File: src/sv/lslg_pkg.sv
// Shared types, register indexes and threshold tables for the load-shedding
// level governor. No dependencies; used by every module of the block.
`default_nettype none

package lslg_pkg;

    // Request kinds
    localparam logic REQ_FRAME = 1'b0;
    localparam logic REQ_EVAL  = 1'b1;

    // Configuration register indexes
    localparam int unsigned CFG_IDX_W = 1;
    localparam int unsigned CFG_DATA_W = 16;
    localparam logic [CFG_IDX_W-1:0] CFG_EVAL_INTERVAL = 1'd0;
    localparam logic [CFG_IDX_W-1:0] CFG_AUTO_TUNE     = 1'd1;

    // Reset values
    localparam logic [15:0] EVAL_INTERVAL_RST = 16'd2000;
    localparam logic        AUTO_TUNE_RST     = 1'b1;
    localparam logic [23:0] AVG_RST           = 24'd20480;   // 80.0 ms in Q16.8

    // Smoothing factor 0.15 in Q0.16
    localparam logic [13:0] ALPHA_Q16 = 14'd9830;
    localparam logic [23:0] AVG_MAX   = 24'hFF_FFFF;

    localparam logic [1:0] LEVEL_MIN = 2'd0;
    localparam logic [1:0] LEVEL_MAX = 2'd3;

    typedef struct packed {
        logic        req_type;
        logic [15:0] frame_ms;
        logic [31:0] now_ms;
        logic [31:0] free_heap;
        logic [31:0] max_alloc;
    } lslg_req_t;

    typedef struct packed {
        logic [1:0]  load_level;
        logic        effects_off;
        logic        sweep_simple;
        logic        detail_reduced;
        logic [23:0] avg_frame_ms;
        logic        evaluated;
    } lslg_rsp_t;

    // Escalate thresholds, indexed by the current level (0..2)
    function automatic logic [23:0] esc_frame(input logic [1:0] lvl);
        unique case (lvl)
            2'd0:    esc_frame = 24'd51200;
            2'd1:    esc_frame = 24'd89600;
            2'd2:    esc_frame = 24'd153600;
            default: esc_frame = AVG_MAX;
        endcase
    endfunction

    function automatic logic [31:0] esc_heap(input logic [1:0] lvl);
        unique case (lvl)
            2'd0:    esc_heap = 32'd40000;
            2'd1:    esc_heap = 32'd25000;
            2'd2:    esc_heap = 32'd15000;
            default: esc_heap = 32'd0;
        endcase
    endfunction

    function automatic logic [31:0] esc_alloc(input logic [1:0] lvl);
        unique case (lvl)
            2'd0:    esc_alloc = 32'd20000;
            2'd1:    esc_alloc = 32'd12000;
            2'd2:    esc_alloc = 32'd8000;
            default: esc_alloc = 32'd0;
        endcase
    endfunction

    // Recover thresholds, indexed by the level below the current one (0..2)
    function automatic logic [23:0] rec_frame(input logic [1:0] lvl);
        unique case (lvl)
            2'd0:    rec_frame = 24'd35840;
            2'd1:    rec_frame = 24'd64000;
            2'd2:    rec_frame = 24'd115200;
            default: rec_frame = 24'd0;
        endcase
    endfunction

    function automatic logic [31:0] rec_heap(input logic [1:0] lvl);
        unique case (lvl)
            2'd0:    rec_heap = 32'd55000;
            2'd1:    rec_heap = 32'd35000;
            2'd2:    rec_heap = 32'd22000;
            default: rec_heap = 32'hFFFF_FFFF;
        endcase
    endfunction

    function automatic logic [31:0] rec_alloc(input logic [1:0] lvl);
        unique case (lvl)
            2'd0:    rec_alloc = 32'd30000;
            2'd1:    rec_alloc = 32'd18000;
            2'd2:    rec_alloc = 32'd11000;
            default: rec_alloc = 32'hFFFF_FFFF;
        endcase
    endfunction

endpackage

`default_nettype wire

File: src/sv/lslg_ema.sv
// Smoothed frame-time register and its exponential-average update.
// Depends on lslg_pkg.
`default_nettype none

module lslg_ema (
    input  wire logic        clk,
    input  wire logic        rst_n,
    input  wire logic        step,
    input  wire logic [15:0] frame_ms,
    output logic      [23:0] avg_next
);

    logic        [23:0] avg_reg;
    logic signed [24:0] diff;
    logic signed [39:0] prod;
    logic signed [23:0] delta;
    logic signed [25:0] sum;
    logic        [23:0] avg_upd;

    // diff = frame in Q16.8 minus average; delta = floor(diff * alpha)
    always_comb
    begin
        diff  = $signed({1'b0, frame_ms, 8'd0}) - $signed({1'b0, avg_reg});
        prod  = 40'(diff) * 40'($signed({1'b0, lslg_pkg::ALPHA_Q16}));
        delta = prod[39:16];
        sum   = $signed({2'b00, avg_reg}) + 26'(delta);
        if (sum[25])
            avg_upd = 24'd0;
        else if (sum[24])
            avg_upd = lslg_pkg::AVG_MAX;
        else
            avg_upd = sum[23:0];
        avg_next = step ? avg_upd : avg_reg;
    end

    always_ff @(posedge clk or negedge rst_n)
    begin
        if (!rst_n)
            avg_reg <= lslg_pkg::AVG_RST;
        else
            avg_reg <= avg_next;
    end

endmodule

`default_nettype wire

File: src/sv/lslg_eval.sv
// Level register, last-evaluation time stamp and the one-step level decision.
// Depends on lslg_pkg.
`default_nettype none

module lslg_eval (
    input  wire logic        clk,
    input  wire logic        rst_n,
    input  wire logic        step,
    input  wire logic [15:0] eval_interval,
    input  wire logic        auto_tune,
    input  wire logic [23:0] avg_q,
    input  wire logic [31:0] now_ms,
    input  wire logic [31:0] free_heap,
    input  wire logic [31:0] max_alloc,
    output logic      [1:0]  level_next,
    output logic             evaluated
);

    logic [1:0]  level_reg;
    logic [31:0] last_eval_reg;
    logic [31:0] last_eval_next;
    logic [31:0] elapsed;
    logic [1:0]  below;
    logic        too_early;
    logic        escalate;
    logic        recover;

    // Threshold compares against the current level
    always_comb
    begin
        elapsed   = now_ms - last_eval_reg;
        too_early = elapsed < {16'd0, eval_interval};
        below     = level_reg - 2'd1;
        escalate  = (level_reg != lslg_pkg::LEVEL_MAX) &&
                    ((avg_q > lslg_pkg::esc_frame(level_reg)) ||
                     (free_heap < lslg_pkg::esc_heap(level_reg)) ||
                     (max_alloc < lslg_pkg::esc_alloc(level_reg)));
        recover   = (level_reg != lslg_pkg::LEVEL_MIN) &&
                    (avg_q < lslg_pkg::rec_frame(below)) &&
                    (free_heap > lslg_pkg::rec_heap(below)) &&
                    (max_alloc > lslg_pkg::rec_alloc(below));
    end

    // Level update; escalation wins over recovery
    always_comb
    begin
        level_next     = level_reg;
        last_eval_next = last_eval_reg;
        evaluated      = 1'b0;
        if (step)
        begin
            if (!auto_tune)
                level_next = lslg_pkg::LEVEL_MIN;
            else if (!too_early)
            begin
                evaluated      = 1'b1;
                last_eval_next = now_ms;
                if (escalate)
                    level_next = level_reg + 2'd1;
                else if (recover)
                    level_next = below;
            end
        end
    end

    always_ff @(posedge clk or negedge rst_n)
    begin
        if (!rst_n)
        begin
            level_reg     <= lslg_pkg::LEVEL_MIN;
            last_eval_reg <= 32'd0;
        end
        else
        begin
            level_reg     <= level_next;
            last_eval_reg <= last_eval_next;
        end
    end

endmodule

`default_nettype wire

File: src/sv/load_shedding_level_governor_top.sv
// Load-shedding level governor, top level: item register, config registers,
// result register. Depends on lslg_pkg, lslg_ema and lslg_eval.
//
// Usage:
//   req channel (req_valid/req_ready/req) carries one item: a frame-time
//   record (req_type 0) or an evaluation request (req_type 1).
//   rsp channel (rsp_valid/rsp_ready/rsp) returns exactly one result per
//   item: level, its three flags, the smoothed frame time and whether the
//   item performed an evaluation.
//   A result is registered: the item sits in the item register, then the
//   state update loads the result register. Throughput: one item per
//   cycle while rsp_ready stays high; the average and level update are
//   one constant multiply, an add and a few compares.
//   When rsp_ready is low the result register holds, the item register
//   still takes one more item, then req_ready drops until the result leaves.
//   Reset: average 80.0 ms, level 0, last evaluation time 0, interval 2000 ms,
//   auto tuning on. cfg_we writes the evaluation interval (index 0) or
//   auto_tune_enable (index 1); write only while idle.
`default_nettype none

module load_shedding_level_governor_top (
    input  wire logic                                    clk,
    input  wire logic                                    rst_n,
    input  wire logic                                    req_valid,
    output logic                                         req_ready,
    input  wire lslg_pkg::lslg_req_t                     req,
    output logic                                         rsp_valid,
    input  wire logic                                    rsp_ready,
    output lslg_pkg::lslg_rsp_t                          rsp,
    input  wire logic                                    cfg_we,
    input  wire logic [lslg_pkg::CFG_IDX_W-1:0]          cfg_index,
    input  wire logic [lslg_pkg::CFG_DATA_W-1:0]         cfg_data
);

    logic                stage_valid_reg;
    logic                stage_valid_next;
    lslg_pkg::lslg_req_t stage_reg;
    logic                rsp_valid_reg;
    logic                rsp_valid_next;
    lslg_pkg::lslg_rsp_t rsp_reg;
    lslg_pkg::lslg_rsp_t rsp_next;
    logic [15:0]         eval_interval_reg;
    logic                auto_tune_reg;
    logic                advance;
    logic                frame_step;
    logic                eval_step;
    logic [23:0]         avg_next;
    logic [1:0]          level_next;
    logic                evaluated;
    logic [1:0]          u_eval_level_cur;
    logic [1:0]          level_shadow_reg;

    // Handshake: the item stage moves whenever the result register is free
    always_comb
    begin
        advance          = stage_valid_reg && (!rsp_valid_reg || rsp_ready);
        req_ready        = !stage_valid_reg || advance;
        frame_step       = advance && (stage_reg.req_type == lslg_pkg::REQ_FRAME);
        eval_step        = advance && (stage_reg.req_type == lslg_pkg::REQ_EVAL);
        stage_valid_next = (req_valid && req_ready) ? 1'b1 :
                           (advance ? 1'b0 : stage_valid_reg);
        rsp_valid_next   = advance ? 1'b1 : (rsp_ready ? 1'b0 : rsp_valid_reg);
    end

    // Configuration registers
    always_ff @(posedge clk or negedge rst_n)
    begin
        if (!rst_n)
        begin
            eval_interval_reg <= lslg_pkg::EVAL_INTERVAL_RST;
            auto_tune_reg     <= lslg_pkg::AUTO_TUNE_RST;
        end
        else if (cfg_we)
        begin
            unique case (cfg_index)
                lslg_pkg::CFG_EVAL_INTERVAL: eval_interval_reg <= cfg_data;
                lslg_pkg::CFG_AUTO_TUNE:     auto_tune_reg     <= cfg_data[0];
                default:                     ;
            endcase
        end
    end

    // Item register
    always_ff @(posedge clk or negedge rst_n)
    begin
        if (!rst_n)
            stage_valid_reg <= 1'b0;
        else
            stage_valid_reg <= stage_valid_next;
    end

    always_ff @(posedge clk)
    begin
        if (req_valid && req_ready)
            stage_reg <= req;
    end

    lslg_ema u_ema (
        .clk      (clk),
        .rst_n    (rst_n),
        .step     (frame_step),
        .frame_ms (stage_reg.frame_ms),
        .avg_next (avg_next)
    );

    lslg_eval u_eval (
        .clk           (clk),
        .rst_n         (rst_n),
        .step          (eval_step),
        .eval_interval (eval_interval_reg),
        .auto_tune     (auto_tune_reg),
        .avg_q         (avg_next),
        .now_ms        (stage_reg.now_ms),
        .free_heap     (stage_reg.free_heap),
        .max_alloc     (stage_reg.max_alloc),
        .level_next    (level_next),
        .evaluated     (evaluated)
    );

    // Result assembly
    always_comb
    begin
        rsp_next.load_level     = level_next;
        rsp_next.effects_off    = (level_next != 2'd0);
        rsp_next.sweep_simple   = level_next[1];
        rsp_next.detail_reduced = (level_next == lslg_pkg::LEVEL_MAX);
        rsp_next.avg_frame_ms   = avg_next;
        rsp_next.evaluated      = evaluated;
    end

    // Result register
    always_ff @(posedge clk or negedge rst_n)
    begin
        if (!rst_n)
            rsp_valid_reg <= 1'b0;
        else
            rsp_valid_reg <= rsp_valid_next;
    end

    always_ff @(posedge clk)
    begin
        if (advance)
            rsp_reg <= rsp_next;
    end

    assign rsp_valid = rsp_valid_reg;
    assign rsp       = rsp_reg;

    // Shadow of the current level, taken from the previous result path
    always_ff @(posedge clk or negedge rst_n)
    begin
        if (!rst_n)
            level_shadow_reg <= lslg_pkg::LEVEL_MIN;
        else
            level_shadow_reg <= level_next;
    end

    assign u_eval_level_cur = level_shadow_reg;

    // The stage never overwrites a result that is still waiting
    a_no_overwrite: assert property (@(posedge clk) disable iff (!rst_n)
        advance |-> (!rsp_valid_reg || rsp_ready))
        else $error("result register overwritten while stalled");

    // Flags always agree with the reported level
    a_flags: assert property (@(posedge clk) disable iff (!rst_n)
        rsp_valid |-> ((rsp.effects_off == (rsp.load_level != 2'd0)) &&
                       (rsp.sweep_simple == rsp.load_level[1]) &&
                       (rsp.detail_reduced == (rsp.load_level == 2'd3))))
        else $error("level flags inconsistent with load_level");

    // With auto tuning on, the level moves by at most one step per item
    a_one_step: assert property (@(posedge clk) disable iff (!rst_n)
        (eval_step && auto_tune_reg) |->
            (({1'b0, level_next} == {1'b0, u_eval_level_cur} + 3'd1) ||
             ({1'b0, level_next} + 3'd1 == {1'b0, u_eval_level_cur}) ||
             (level_next == u_eval_level_cur)))
        else $error("level moved by more than one step");

endmodule

`default_nettype wire

File: config.mk
export PLATFORM = sky130hd
export DESIGN_NAME = load_shedding_level_governor_top
export DESIGN_NICKNAME = d
export VERILOG_FILES = /design/src/sv/lslg_pkg.sv /design/src/sv/lslg_ema.sv /design/src/sv/lslg_eval.sv /design/src/sv/load_shedding_level_governor_top.sv
export SDC_FILE = /design/constraint.sdc
export NUM_CORES = 1
export LEC_CHECK = 0
export ABC_CLOCK_PERIOD_IN_PS = 12300
export BUFFER_PORTS_ARGS = -buffer_cell sky130_fd_sc_hd__buf_2
export CAP_MARGIN = 20
export CORE_MARGIN = 3
export CORE_UTILIZATION = 25
export CTS_BUF_LIST = sky130_fd_sc_hd__clkbuf_4 sky130_fd_sc_hd__clkbuf_8
export CTS_CLUSTER_DIAMETER = 80
export DETAILED_ROUTE_END_ITERATION = 10
export PLACE_DENSITY = 0.51
export SETUP_SLACK_MARGIN = 0.3
export SLEW_MARGIN = 20
export SYNTH_ARGS = -nofsm -noshare
export SYNTH_HDL_FRONTEND = slang
export SYNTH_SLANG_ARGS = --single-unit
File: constraint.sdc
create_clock -name clk -period 12.3 [get_ports clk]
set_input_delay 0.615 -clock clk [delete_from_list [all_inputs] [get_ports clk]]
set_output_delay 0.615 -clock clk [all_outputs]
set_load 0.1 [all_outputs]
* After elaboration in Yosys (flattened, before gate mapping)
Index checks and enable logic that the tools add are counted.
** Word-level totals
- Latch bits :: 0
- Input port bits :: 135
- Output and inout port bits :: 32
- Memories kept :: 0
- ROM bits :: 0
- RAM bits :: 0
- Flip-flop bits (word level) :: 220
** Cells by class
- Divide/modulo/power cells :: 0
- Shifts and indexed selects :: 0
- Equal/unequal tests :: 6
- Multiply operators :: 1
- Mux-type cells :: 19
- Reduce and logical (&&, ||, !) cells :: 24
- Order comparisons :: 7
- Add/subtract/negate cells :: 5
- Bitwise operators :: 3
** Operators with widths (count)
- one-hot mux 32 bit (3 select lines) :: 2
- two-way mux 24 bit :: 3
- one-hot mux 24 bit (3 select lines) :: 1
- > comparator 32 bit :: 2
- less-than comparator 32 x 16 -> 1 bit :: 2
- one-hot mux 17 bit (3 select lines) :: 1
- one-hot mux 16 bit (3 select lines) :: 1
- one-hot mux 15 bit (3 select lines) :: 1
- multiplier 25 x 14 -> 39 bit, second input constant :: 1
- less-than comparator 32 x 15 -> 1 bit :: 1
- subtractor 32 bit :: 1
- adder 25 x 24 -> 26 bit :: 1
- subtractor 24 x 24 -> 25 bit :: 1
- > comparator 24 bit :: 1
- less-than comparator 24 x 17 -> 1 bit :: 1
- two-way mux 2 bit :: 5
- logical AND 1 bit :: 8
- nonzero test 2 bit :: 4
- == test 2 bit, second input constant :: 3
- AND reduction 2 bit :: 3
- two-way mux 1 bit :: 5
- == test 2 x 1 -> 1 bit, second input constant :: 2
- logical NOT 2 bit :: 2
- logical OR 1 bit :: 4
- 6 further kinds :: 9

* Longest topological paths before layout
Gate-level depths: netlist of the first run.
- Word-level depth :: 16
- Mapped depth :: 63

* Cells and area by module
From an unflattened synthesis of the first run, not the netlist that was laid out.
** Second synthesis, totals
- Cells, all modules :: 2044
- Area total of the unflattened synthesis :: 21292.9 µm²
** Modules (own cells, without submodules)
- lslg_ema :: seq. area each 603.1 µm², area an instance 9332.7 µm², instances 1, cells an instance 1035
- lslg_eval :: seq. area each 850.8 µm², area an instance 6860.3 µm², instances 1, cells an instance 815
- load_shedding_level_governor_top :: seq. area each 4748.3 µm², area an instance 5099.9 µm², instances 1, cells an instance 194

* Least setup slack after synthesis of the first run
No wires, ideal clock.
- Path type :: flip-flop to flip-flop
- Start :: reg u_ema.avg_reg[8]
- End :: reg rsp_reg, in the netlist rsp[27], data pin
- Path slack :: -0.289 ns
- Buffers on the path :: 1
- Cell stages (with the launch flop) :: 61
- Data arrival time :: 12.320 ns
- Data required time :: 12.031 ns
- Path through :: dfrtp_1 inv_1 ha_1 nor4b_1 a31oi_1 o21bai_1 a21oi_1 o21bai_1 a21oi_1 o21ai_0 o21a_1 o21a_1 o21a_1 nor2_1 xnor2_1 ha_1 inv_1 fa_1 [25 not listed] xnor3_1 clkbuf_1 o211ai_1 o21ai_1 ha_1 nor2b_1 o21a_1 o21a_1 o21a_1 o21a_1 o21a_1 o21a_1 o21ai_0 a21oi_1 a2111oi_1 nor4b_1 a221oi_2 nand3_1
** RTL lines
- start: declaration :: line lslg_ema.sv:13 : logic [23:0] avg_reg;
- start signal: assignment :: line lslg_ema.sv:39 : avg_reg <= lslg_pkg::AVG_RST;
- start signal: assignment :: line lslg_ema.sv:41 : avg_reg <= avg_next;
- end signal: assignment :: line load_shedding_level_governor_top.sv:143 : rsp_reg <= rsp_next;
- end: declaration :: line load_shedding_level_governor_top.sv:40 : lslg_pkg::lslg_rsp_t rsp_reg;

==> results.txt, run 1 <==
----------------------------------------------------
[Run status]
  Status ... completed

[Min path]
  Class of the most critical hold timing path ... in2reg
  Worst Hold Launch ... req[64]

[Drt]
  Post-route DRC ... 0
  Mean routed wirelength per cell ... 17.7 um
  Avg Vias per Cell ... 4.70
  Routed vias ... 16300
  Number of DRC markers in iteration 0 ... about 790
  Routed WL ... a little over 60000 um
  DRT Pass-1 Iters ... 5
  Remaining antenna violation count after routing ... 0

[STA]
  Fin. Hold Viols ... 0
  Worst-Margin Slew ... 0.973 ns
  Highest achievable clock rate ... 0.0839 GHz
  Final setup violating endpoints ... 0
  RSZ-0062 raised after global routing ... true
  Final critical path time including I/O delays and setup ... around 12 ns
  Final Cycle Share ... 0.969
  Layout Skew ... about 0.027 ns
  Worst slew margin relative to its limit ... 0.351
  Setup TNS ... 0 ns
  Count of final max-slew check failures ... 0

[GRT]
  Initial antenna violation count ... 2
  Global-route wire length before repair ... 95400 um
  Grt ovf ... 0
  Overall fraction of global-route tracks in use ... 0.141
  Vias in the first global route ... 17000
  Maximum number of pins on one net before global-route repair ... 73

[Critical path]
  R2r startpoint ... stage_reg[96]$_DFFE_PP_
  Type of the worst setup path ... reg2reg
  Start point of the critical path ... stage_reg[96]$_DFFE_PP_
  Count of buffering cells on the critical path with inverters included ... 5
  CP Max Fanout ... 6
  Cell mode on critical path ... o21a_1
  Type of destination of the critical path ... flip-flop
  Data required time at the worst endpoint ... 12.79 ns
  Register-to-register path setup slack ... 0.38 ns
  Largest stage delay, worst path ... 0.56 ns
  Crit path arrival time ... roughly 12 ns
  Master of the slowest instance on the critical path ... fa_1
  Cell family with the largest share of critical-path delay ... compound AO/OA/AOI/OAI gates
  Critical path launch point type ... flip-flop

[Floorplan]
  Starting utilization of the core area ... 0.255
  Die width ... 294 um
  Number of top-level design ports ... 167
  Die area ... 86300 um2
  Chip Height ... 294 um
  Placeable core region ... about 81000 um2
  Count of standard-cell rows ... around 100

[Synthesis]
  Mean instance size in the synthesized netlist ... just over 10 um2
  Post-Synthesis Cell Area ... around 21000 um2
  Syn_nets ... between 2000 and 3000
  Proportion of register bits with asynchronous set or reset after synthesis ... 0.352
  Yosys cell types ... 99
  Sequential element share of the synthesized area ... 0.300
  Flip-flop cell with the highest count after synthesis ... edfxtp_1
  Warnings from Yosys ... 0
  EDFF count, synth ... 142
  FF+latch count, synth ... 219
  Gate count of the mapped netlist ... between 2000 and 2500

[Clocking]
  Latest clock arrival within the worst-skew pair ... between 0.6 and 0.7 ns
  Clk sinks ... between 200 and 250
  Maximum root-to-sink buffer count ... 3
  Register clock-pin slew on the reported worst setup and hold paths ... about 0.06 ns
  TritonCTS clock tree ... yes
  Root buf cell ... clkbuf_8
  Number of buffers added by the clock tree synthesis step ... 47
  H-tree lvl count ... 2

[Final layout]
  Flip-flop count of the largest register, all copies and words added ... about 110
  Leading cell types in the layout, fill and taps excluded ... 344 x ha_1, 292 x inv_1, 165 x buf_2, 142 x edfxtp_1, 124 x fa_1
  Fraction of layout cells with a size suffix above 1 ... 0.215
  Net count of the finished layout ... about 3000
  Area added between synthesis and finish ... 21.9%
  Most common cell after layout, fill and taps aside ... ha_1
  Final standard cell area without fillers ... between 20000 and 30000 um2

[Placed design]
  Area post-placement ... 23300 um2
  Number of buffer cells added on primary ports ... 166
  Post-DP HPWL ... 48900 um
  Final weighted congestion in routability-driven placement ... just under 0.9

[Flow run]
  Number of maximum-capacitance violations ... 0

----------------------------------------------------
## layer usage
layer,up-vias,part of all wire,GRT usage,wire length [um]
met1,7883,0.46,0.188,28100
met5,-,0.00011,0,7
met3,77,0.053,0.0263,3260
li1,7915,-,-,-
met4,2,0.025,0.0427,1520
met2,400,0.46,0.231,28400
## Yosys cell counts (all sizes together) (5+ instances only)
master	n	area [um2]
a2111oi	8	71.3
a211o	5	45.0
a211oi	14	118
a21boi	5	37.5
a21o	56	423
a21oi	105	533
a311oi	6	76.3
a31oi	11	90.1
and2	12	75.1
and3	9	56.3
buf	8	57.6
clkbuf	22	143
dfrtp	68	1700
dfstp	9	236
edfxtp	142	4260
fa	124	2480
ha	354	4430
inv	298	1120
mux2	5	56.3
nand2	119	457
nand2b	14	87.6
nand3	34	175
nand4	39	244
nand4b	6	52.6
nor2	103	394
nor2b	19	119
nor3	32	160
nor3b	6	45.0
nor4	12	75.1
nor4b	5	58.8
o2111ai	6	52.6
o211ai	20	178
o21a	35	264
o21ai	131	656
o21bai	14	105
o22ai	14	87.6
o31ai	8	73.8
or2	10	62.6
or3	8	50.1
or4	8	71.3
xnor2	51	447
xor2	28	245
## area by class of cell
type,count,area (um2)
fill,8357,56100
multi-input combinational,1489,13700
sequential,219,6200
timing repair buffer,306,1960
tap,1060,1330
inverter,298,1120
clock buffer,61,777
clock inverter,26,195
antenna,1,2.50
## per-stage QoR
step | util | cells | setup slack (ns) | hold slack, ns
6_report | 0.310 | 3460 | 0.383 | 0.160
5_1_grt | 0.310 | 3459 | -0.203 | 0.113
4_1_cts | 0.304 | 3432 | 0.312 | 0.0967
3_5_place_dp | 0.287 | 3311 | -0.392 | 0.475
3_3_place_gp | 0.287 | 3311 | -0.0946 | 0.474
2_1_floorplan | - | 2036 | 0.316 | 0.319
## kinds of logic after synthesis
family / count (synthesis) / synth area share
fa+ha+maj: 478 / 0.334
compound gates: 471 / 0.151
simple gates: 450 / 0.111
buf+inv: 328 / 0.0637
flops: 219 / 0.300
xor+xnor: 81 / 0.0356
mux: 9 / 0.00465
## worst paths after layout
| kind | cells after the start | end |
|---|---|---|
| min reg2reg | 2 | u_eval.last_eval_reg[10]$_DFFE_PN0P_ |
| max reg2reg | 55 | rsp[25]$_DFFE_PP_ |
| max | 55 | rsp[25]$_DFFE_PP_ |
| min in group asynchronous | 2 | u_eval.last_eval_reg[28]$_DFFE_PN0P_ |
| max in group asynchronous | 3 | u_ema.avg_reg[5]$_DFF_PN0_ |
| min | 1 | stage_reg[64]$_DFFE_PP_ |
## timing repair
action                                  4_1_cts  5_1_grt
endpoints found under the setup margin        6        8
pin swaps                                    37       71
hold buffers                                  1        0
endpoints found under the hold margin        11        0
resized for setup                            37       65
buffers inserted                             33       27
Power of run 1 is not shown: default switching activity piles up to over one toggle a cycle in this logic, so the estimate is an artifact.
==> inputs of run 2 (changes only) <==
MAX_ROUTING_LAYER = met4   (was default)
==> run 2 against run 1 <==
Net effect:
- sequential cell count is the same
- hold slack gained 0.011 ns
- critical path depth grew 5
- largest cell class unchanged
==> results.txt, run 2 (synthesized netlist as in run 1, its figures left out) <==
----------------------------------------------------
[Run status]
  Status ... completed

[Drt]
  Highest metal layer with signal wires ... met4
  Met2 WL ... 29400 um (+3.3%)
  Avg Vias per Cell ... 4.70 (about the same)
  Remaining antenna violation count after routing ... 0 (unchanged)
  DRT Pass-1 Iters ... 5 (unchanged)
  Post-route DRC ... 0 (unchanged)
  Routed length on met1 ... 28100 um (about the same)
  Routed WL ... 62200 um (+1.4%)
  Length of routed met3 wiring ... 3650 um (+12%)
  Routed vias ... 16300 (+0.39%)
  Mean routed wirelength per cell ... 17.9 um (+0.95%)
  Number of DRC markers in iteration 0 ... 828 (+4.4%)

[STA]
  Layout Skew ... 0.0266 ns (-0.000476 ns)
  Worst slew margin relative to its limit ... 0.353 (+0.00211)
  Fin. Hold Viols ... 0 (unchanged)
  Final critical path time including I/O delays and setup ... 11.77 ns (-0.147 ns)
  Count of final max-slew check failures ... 0 (unchanged)
  Worst-Margin Slew ... 0.970 ns (-0.00316 ns)
  Final setup violating endpoints ... 0 (unchanged)
  Setup TNS ... 0 ns (unchanged)
  RSZ-0062 raised after global routing ... true
  Highest achievable clock rate ... 0.0850 GHz (+1.2%)
  Final Cycle Share ... 0.957 (-0.0119)
  Min Hold Slack ... 0.171 ns (+0.0114 ns)

[Clocking]
  Maximum root-to-sink buffer count ... 3 (unchanged)
  Latest clock arrival within the worst-skew pair ... 0.62 ns (about the same)
  H-tree lvl count ... 2 (unchanged)
  Root buf cell ... clkbuf_8
  TritonCTS clock tree ... yes
  Number of buffers added by the clock tree synthesis step ... 45 (-4.3%)
  Clk sinks ... 219 (unchanged)
  Register clock-pin slew on the reported worst setup and hold paths ... 0.06 ns (about the same)

[Critical path]
  Master of the slowest instance on the critical path ... fa_1
  Largest stage delay, worst path ... 0.49 ns (-0.07 ns)
  Type of the worst setup path ... reg2reg
  Data required time at the worst endpoint ... 12.76 ns (-0.03 ns)
  Type of destination of the critical path ... flip-flop
  Critical path launch point type ... flip-flop
  Crit path arrival time ... 12.23 ns (-0.17 ns)
  CP Max Fanout ... 5 (-1)
  Cell mode on critical path ... o21a_1

[Floorplan]
  Die area ... 86300 um2 (unchanged)
  Count of standard-cell rows ... 104 (unchanged)
  Chip Height ... 294 um (unchanged)
  Starting utilization of the core area ... 0.255 (unchanged)
  Number of top-level design ports ... 167 (unchanged)
  Placeable core region ... 81300 um2 (unchanged)
  Die width ... 294 um (unchanged)

[Flow run]
  Number of maximum-capacitance violations ... 0 (unchanged)

[Placed design]
  Area post-placement ... 23300 um2 (about the same)
  Final weighted congestion in routability-driven placement ... 0.876 (+0.75%)
  Number of buffer cells added on primary ports ... 166 (unchanged)
  Post-DP HPWL ... 49500 um (+1.2%)
  Post-Place Cells ... 3312 (+0.030%)

[Final layout]
  Flip-flop count of the largest register, all copies and words added ... 113 (unchanged)
  Area added between synthesis and finish ... 23.1%
  Net count of the finished layout ... 2992 (+0.61%)
  Non-filler instance count after layout ... 3477 (+0.49%)
  Most common cell after layout, fill and taps aside ... ha_1
  Fraction of layout cells with a size suffix above 1 ... 0.233 (+0.0176)
  Final standard cell area without fillers ... 25500 um2 (+0.98%)
  Leading cell types in the layout, fill and taps excluded ... 336 x ha_1, 283 x inv_1, 165 x buf_2, 142 x edfxtp_1, 139 x buf_4

[GRT]
  Initial antenna violation count ... 3 (+1)
  Global-route wire length before repair ... 96400 um (+1.0%)
  Grt ovf ... 0 (unchanged)
  Overall fraction of global-route tracks in use ... 0.146 (+0.00571)
  Maximum number of pins on one net before global-route repair ... 74 (+1.4%)
  Vias in the first global route ... 17000 (+0.22%)

[Min path]
  Class of the most critical hold timing path ... in2reg

----------------------------------------------------
## run 2: cell types whose count changed in the layout (fill, tap and decap cells not counted), moves of 4 or more
cell	change
ha_1	-8
a21oi_2	+4
o21ai_1	+4
clkinv_1	-5
o21ai_0	-4
inv_1	-9
clkinv_2	-4
clkbuf_4	+5
buf_4	+18
a21oi_1	-4
inv_2	+9
ha_4	+7
## run 2: worst paths after layout
kind / from / to / slack [ns] / depth (start not counted)
setup / recovery: stage_reg[96]$_DFFE_PP_ / rsp[25]$_DFFE_PP_ / 0.53 / 60
hold / removal: req[57] / stage_reg[57]$_DFFE_PP_ / 0.17 / 1
setup reg to reg: stage_reg[96]$_DFFE_PP_ / rsp[25]$_DFFE_PP_ / 0.53 / 60
hold reg to reg: stage_valid_reg$_DFFE_PN0P_ / rsp_valid$_DFFE_PN0P_ / 0.49 / 1
max in group asynchronous: rst_n / u_ema.avg_reg[6]$_DFF_PN0_ / 10.74 / 3
min in group asynchronous: rst_n / u_eval.last_eval_reg[24]$_DFFE_PN0P_ / 0.42 / 2
## run 2: metrics by stage
stage,setup WS [ns],utilization
final,0.530,0.313
after global routing,-0.100,0.313
after CTS,0.304,0.305
after detailed placement,-0.426,0.287
after global placement,-0.144,0.287
after floorplan,0.316,-
## run 2: worst max-delay path, delay by kind of cell, from the launching register on
kind,cells,cell delay (ns)
buf+inv,4,0.24
flops,1,0.41
compound gates,35,5.98
simple gates,10,1.42
xor+xnor,2,0.30
fa+ha+maj,9,3.31
## run 2: per-layer routing
metal | vias to the layer above | global-route usage
met2 | 391 | 0.238
met3 | 79 | 0.0296
li1 | 7958 | -
met4 | 0 | 0.0293
met1 | 7913 | 0.189
met5 | - | -
## run 2: area by class of cell
class                           instances  area [um2]
Fill cell                            8308       55800
Multi-Input combinational cell       1489       13800
Sequential cell                       219        6200
Timing Repair Buffer                  326        2120
Tap cell                             1060        1330
Inverter                              298        1120
Clock buffer                           68         842
Clock inverter                         15         113
Antenna cell                            2        5.00
## run 2: repair_timing
action	in CTS	in global routing
pin swaps	36	85
endpoints found under the hold margin	17	0
hold buffers	1	0
setup endpoints to repair	6	8
gates resized for setup	32	97
setup buffers	46	33
Power of run 2 is left out for the same reason.
==> inputs of run 3 (changes only) <==
CORE_ASPECT_RATIO = 0.6   (was default)
CORE_UTILIZATION = 50   (was 25)
PLACE_DENSITY = 0.81   (was 0.51)
==> run 3 against run 2 <==
Net effect:
- first-iteration DRC count up 62%
- clock skew up 0.013 ns
- via count up 3.8%
- final cell count down 16%
- maximum frequency down 2.5%
- design area shrank 3.7%
- sequential share of layout area up 0.92 points
- utilization up 29 points
- sequential cell count stayed put
- non-clock buffer count down 13
- die area shrank 49%
- critical path depth down 1
- largest cell class unchanged
==> results.txt, run 3 (synthesized netlist as in run 1, its figures left out) <==
----------------------------------------------------
[STA]
  Final setup violating endpoints ... 0 (unchanged)
  Layout Skew ... 0.0394 ns (+0.0129 ns)
  Final critical path time including I/O delays and setup ... 12.07 ns (+0.297 ns)
  Worst-Margin Slew ... 0.906 ns (-0.0636 ns)
  Highest achievable clock rate ... 0.0829 GHz (-2.5%)
  Worst slew margin relative to its limit ... 0.380 (+0.0268)
  RSZ-0062 raised after global routing ... true
  Setup TNS ... 0 ns (unchanged)
  Count of final max-slew check failures ... 0 (unchanged)
  Min Hold Slack ... 0.125 ns (-0.0461 ns)
  Fin. Hold Viols ... 0 (unchanged)
  Final Cycle Share ... 0.981 (+0.0241)

[Critical path]
  Type of the worst setup path ... reg2reg
  Largest stage delay, worst path ... 0.49 ns (about the same)
  Capturing point of the worst reg2reg path ... rsp[27]$_DFFE_PP_
  Data required time at the worst endpoint ... 12.59 ns (-0.17 ns)
  Register-to-register path setup slack ... 0.23 ns (-0.30 ns)
  Count of buffering cells on the critical path with inverters included ... 6 (+2)
  R2r startpoint ... u_ema.avg_reg[8]$_DFF_PN0_
  Critical path destination ... rsp[27]$_DFFE_PP_
  Crit. path cell count ... 59 (-1.7%)
  Cell family with the largest share of critical-path delay ... compound AO/OA/AOI/OAI gates
  Type of destination of the critical path ... flip-flop
  Master of the slowest instance on the critical path ... fa_1
  Cell mode on critical path ... o21a_1
  CP Max Fanout ... 6 (+1)
  Count of cells along the worst register-to-register path ... 59 (-1.7%)
  Crit path arrival time ... 12.35 ns (+0.12 ns)
  Start point of the critical path ... u_ema.avg_reg[8]$_DFF_PN0_
  Critical path launch point type ... flip-flop

[Placed design]
  Post-DP HPWL ... 46500 um (-6.0%)
  Number of buffer cells added on primary ports ... 166 (unchanged)
  Final weighted congestion in routability-driven placement ... 1.00 (+14%)
  Post-Place Cells ... 2806 (-15%)

[GRT]
  Global-route wire length before repair ... 90600 um (-6.0%)
  Vias in the first global route ... 16900 (-0.91%)
  Maximum number of pins on one net before global-route repair ... 78 (+5.4%)
  Grt ovf ... 0 (unchanged)
  Overall fraction of global-route tracks in use ... 0.270 (+0.124)
  Initial antenna violation count ... 0 (-3)

[Floorplan]
  Die area ... 44000 um2 (-49%)
  Count of standard-cell rows ... 57 (-45%)
  Number of top-level design ports ... 167 (unchanged)
  Placeable core region ... 40700 um2 (-50%)
  Chip Height ... 164 um (-44%)
  Starting utilization of the core area ... 0.509 (+0.255)
  Die width ... 269 um (-8.5%)

[Final layout]
  Flip-flop count of the largest register, all copies and words added ... 113 (unchanged)
  Antenna Diode Count ... 0 (-2)
  Fill cell instance count of the final layout ... 3279 (-61%)
  Fraction of layout cells with a size suffix above 1 ... 0.225 (-0.00723)
  Area added between synthesis and finish ... 18.6%
  Leading cell types in the layout, fill and taps excluded ... 331 x ha_1, 280 x inv_1, 165 x buf_2, 144 x buf_4, 142 x edfxtp_1
  Net count of the finished layout ... 2971 (-0.70%)
  Non-filler instance count after layout ... 2917 (-16%)
  Most common cell after layout, fill and taps aside ... ha_1
  Finished Core Util ... 0.604 (+0.291)

[Clocking]
  Number of buffers added by the clock tree synthesis step ... 37 (-18%)
  Register clock-pin slew on the reported worst setup and hold paths ... 0.07 ns (about the same)
  Latest clock arrival within the worst-skew pair ... 0.57 ns (-0.05 ns)
  Clk sinks ... 219 (unchanged)
  Root buf cell ... clkbuf_8
  TritonCTS clock tree ... yes
  Maximum root-to-sink buffer count ... 3 (unchanged)
  H-tree lvl count ... 2 (unchanged)

[Drt]
  DRT Pass-1 Iters ... 6 (+1)
  Remaining antenna violation count after routing ... 0 (unchanged)
  Post-route DRC ... 0 (unchanged)
  Number of DRC markers in iteration 0 ... 1345 (+62%)
  Mean routed wirelength per cell ... 20.2 um (+13%)
  Routed vias ... 17000 (+3.8%)
  Routed WL ... 59000 um (-5.1%)
  Avg Vias per Cell ... 5.82 (+24%)

[Flow run]
  Number of maximum-capacitance violations ... 0 (unchanged)

[Run status]
  Status ... completed

[Min path]
  Class of the most critical hold timing path ... in2async

----------------------------------------------------
## run 3: area by class of cell
class | instances | area [um2] | share of cell area
clock buffer | 55 | 676 | 0.0275
clock inverter | 12 | 91.3 | 0.00372
multi-input combinational | 1489 | 13900 | 0.564
inverter | 298 | 1120 | 0.0455
timing repair buffer | 313 | 1950 | 0.0795
sequential | 219 | 6200 | 0.253
tap | 531 | 664 | 0.0270
## run 3: how the worst min path moves through the flow
| stage | start | endpoint | cells after the start |
|---|---|---|---|
| floorplan | rst_n | eval_interval_reg[0]$_DFFE_PN0P_ | 0 |
| global placement | stage_valid_reg$_DFFE_PN0P_ | rsp_valid$_DFFE_PN0P_ | 1 |
| detailed placement | stage_reg[77]$_DFFE_PP_ | u_eval.last_eval_reg[13]$_DFFE_PN0P_ | 2 |
| CTS | req[103] | stage_reg[103]$_DFFE_PP_ | 1 |
| global route | rst_n | u_eval.last_eval_reg[21]$_DFFE_PN0P_ | 1 |
| finish | rst_n | u_eval.last_eval_reg[28]$_DFFE_PN0P_ | 1 |
## run 3: repair_timing
item / 4_1_cts / 5_1_grt
hold endpoints to repair: 0 / 0
setup endpoints to repair: 6 / 6
pin swaps: 24 / 98
resized for setup: 36 / 89
hold buffers: 0 / 0
buffers inserted: 15 / 29
## run 3: stage by stage
| stage | setup WS [ns] | area, um2 |
|---|---|---|
| 2_1_floorplan | 0.316 | 20800 |
| 3_3_place_gp | 0.149 | 22800 |
| 3_5_place_dp | -0.394 | 22800 |
| 4_1_cts | 0.307 | 23900 |
| 5_1_grt | -0.290 | 24600 |
| 6_report | 0.233 | 24600 |
## run 3: worst register-to-register path, delay by kind of cell, from the launching register on
family / cells / cell delay, ns
AO/OA/AOI/OAI: 32 / 5.81
adder cells (fa/ha/maj): 9 / 3.35
AND/OR/NAND/NOR: 9 / 1.27
XOR/XNOR: 3 / 0.51
buffers and inverters: 6 / 0.43
flip-flops: 1 / 0.40
## run 3: layer usage
metal | global-route usage | up-vias | share of wire
met1 | 0.396 | 8332 | 0.47
li1 | - | 7902 | -
met5 | - | - | 0
met4 | 0.0734 | 0 | 0.027
met3 | 0.0604 | 94 | 0.084
met2 | 0.374 | 635 | 0.42
Power of run 3 is left out for the same reason.
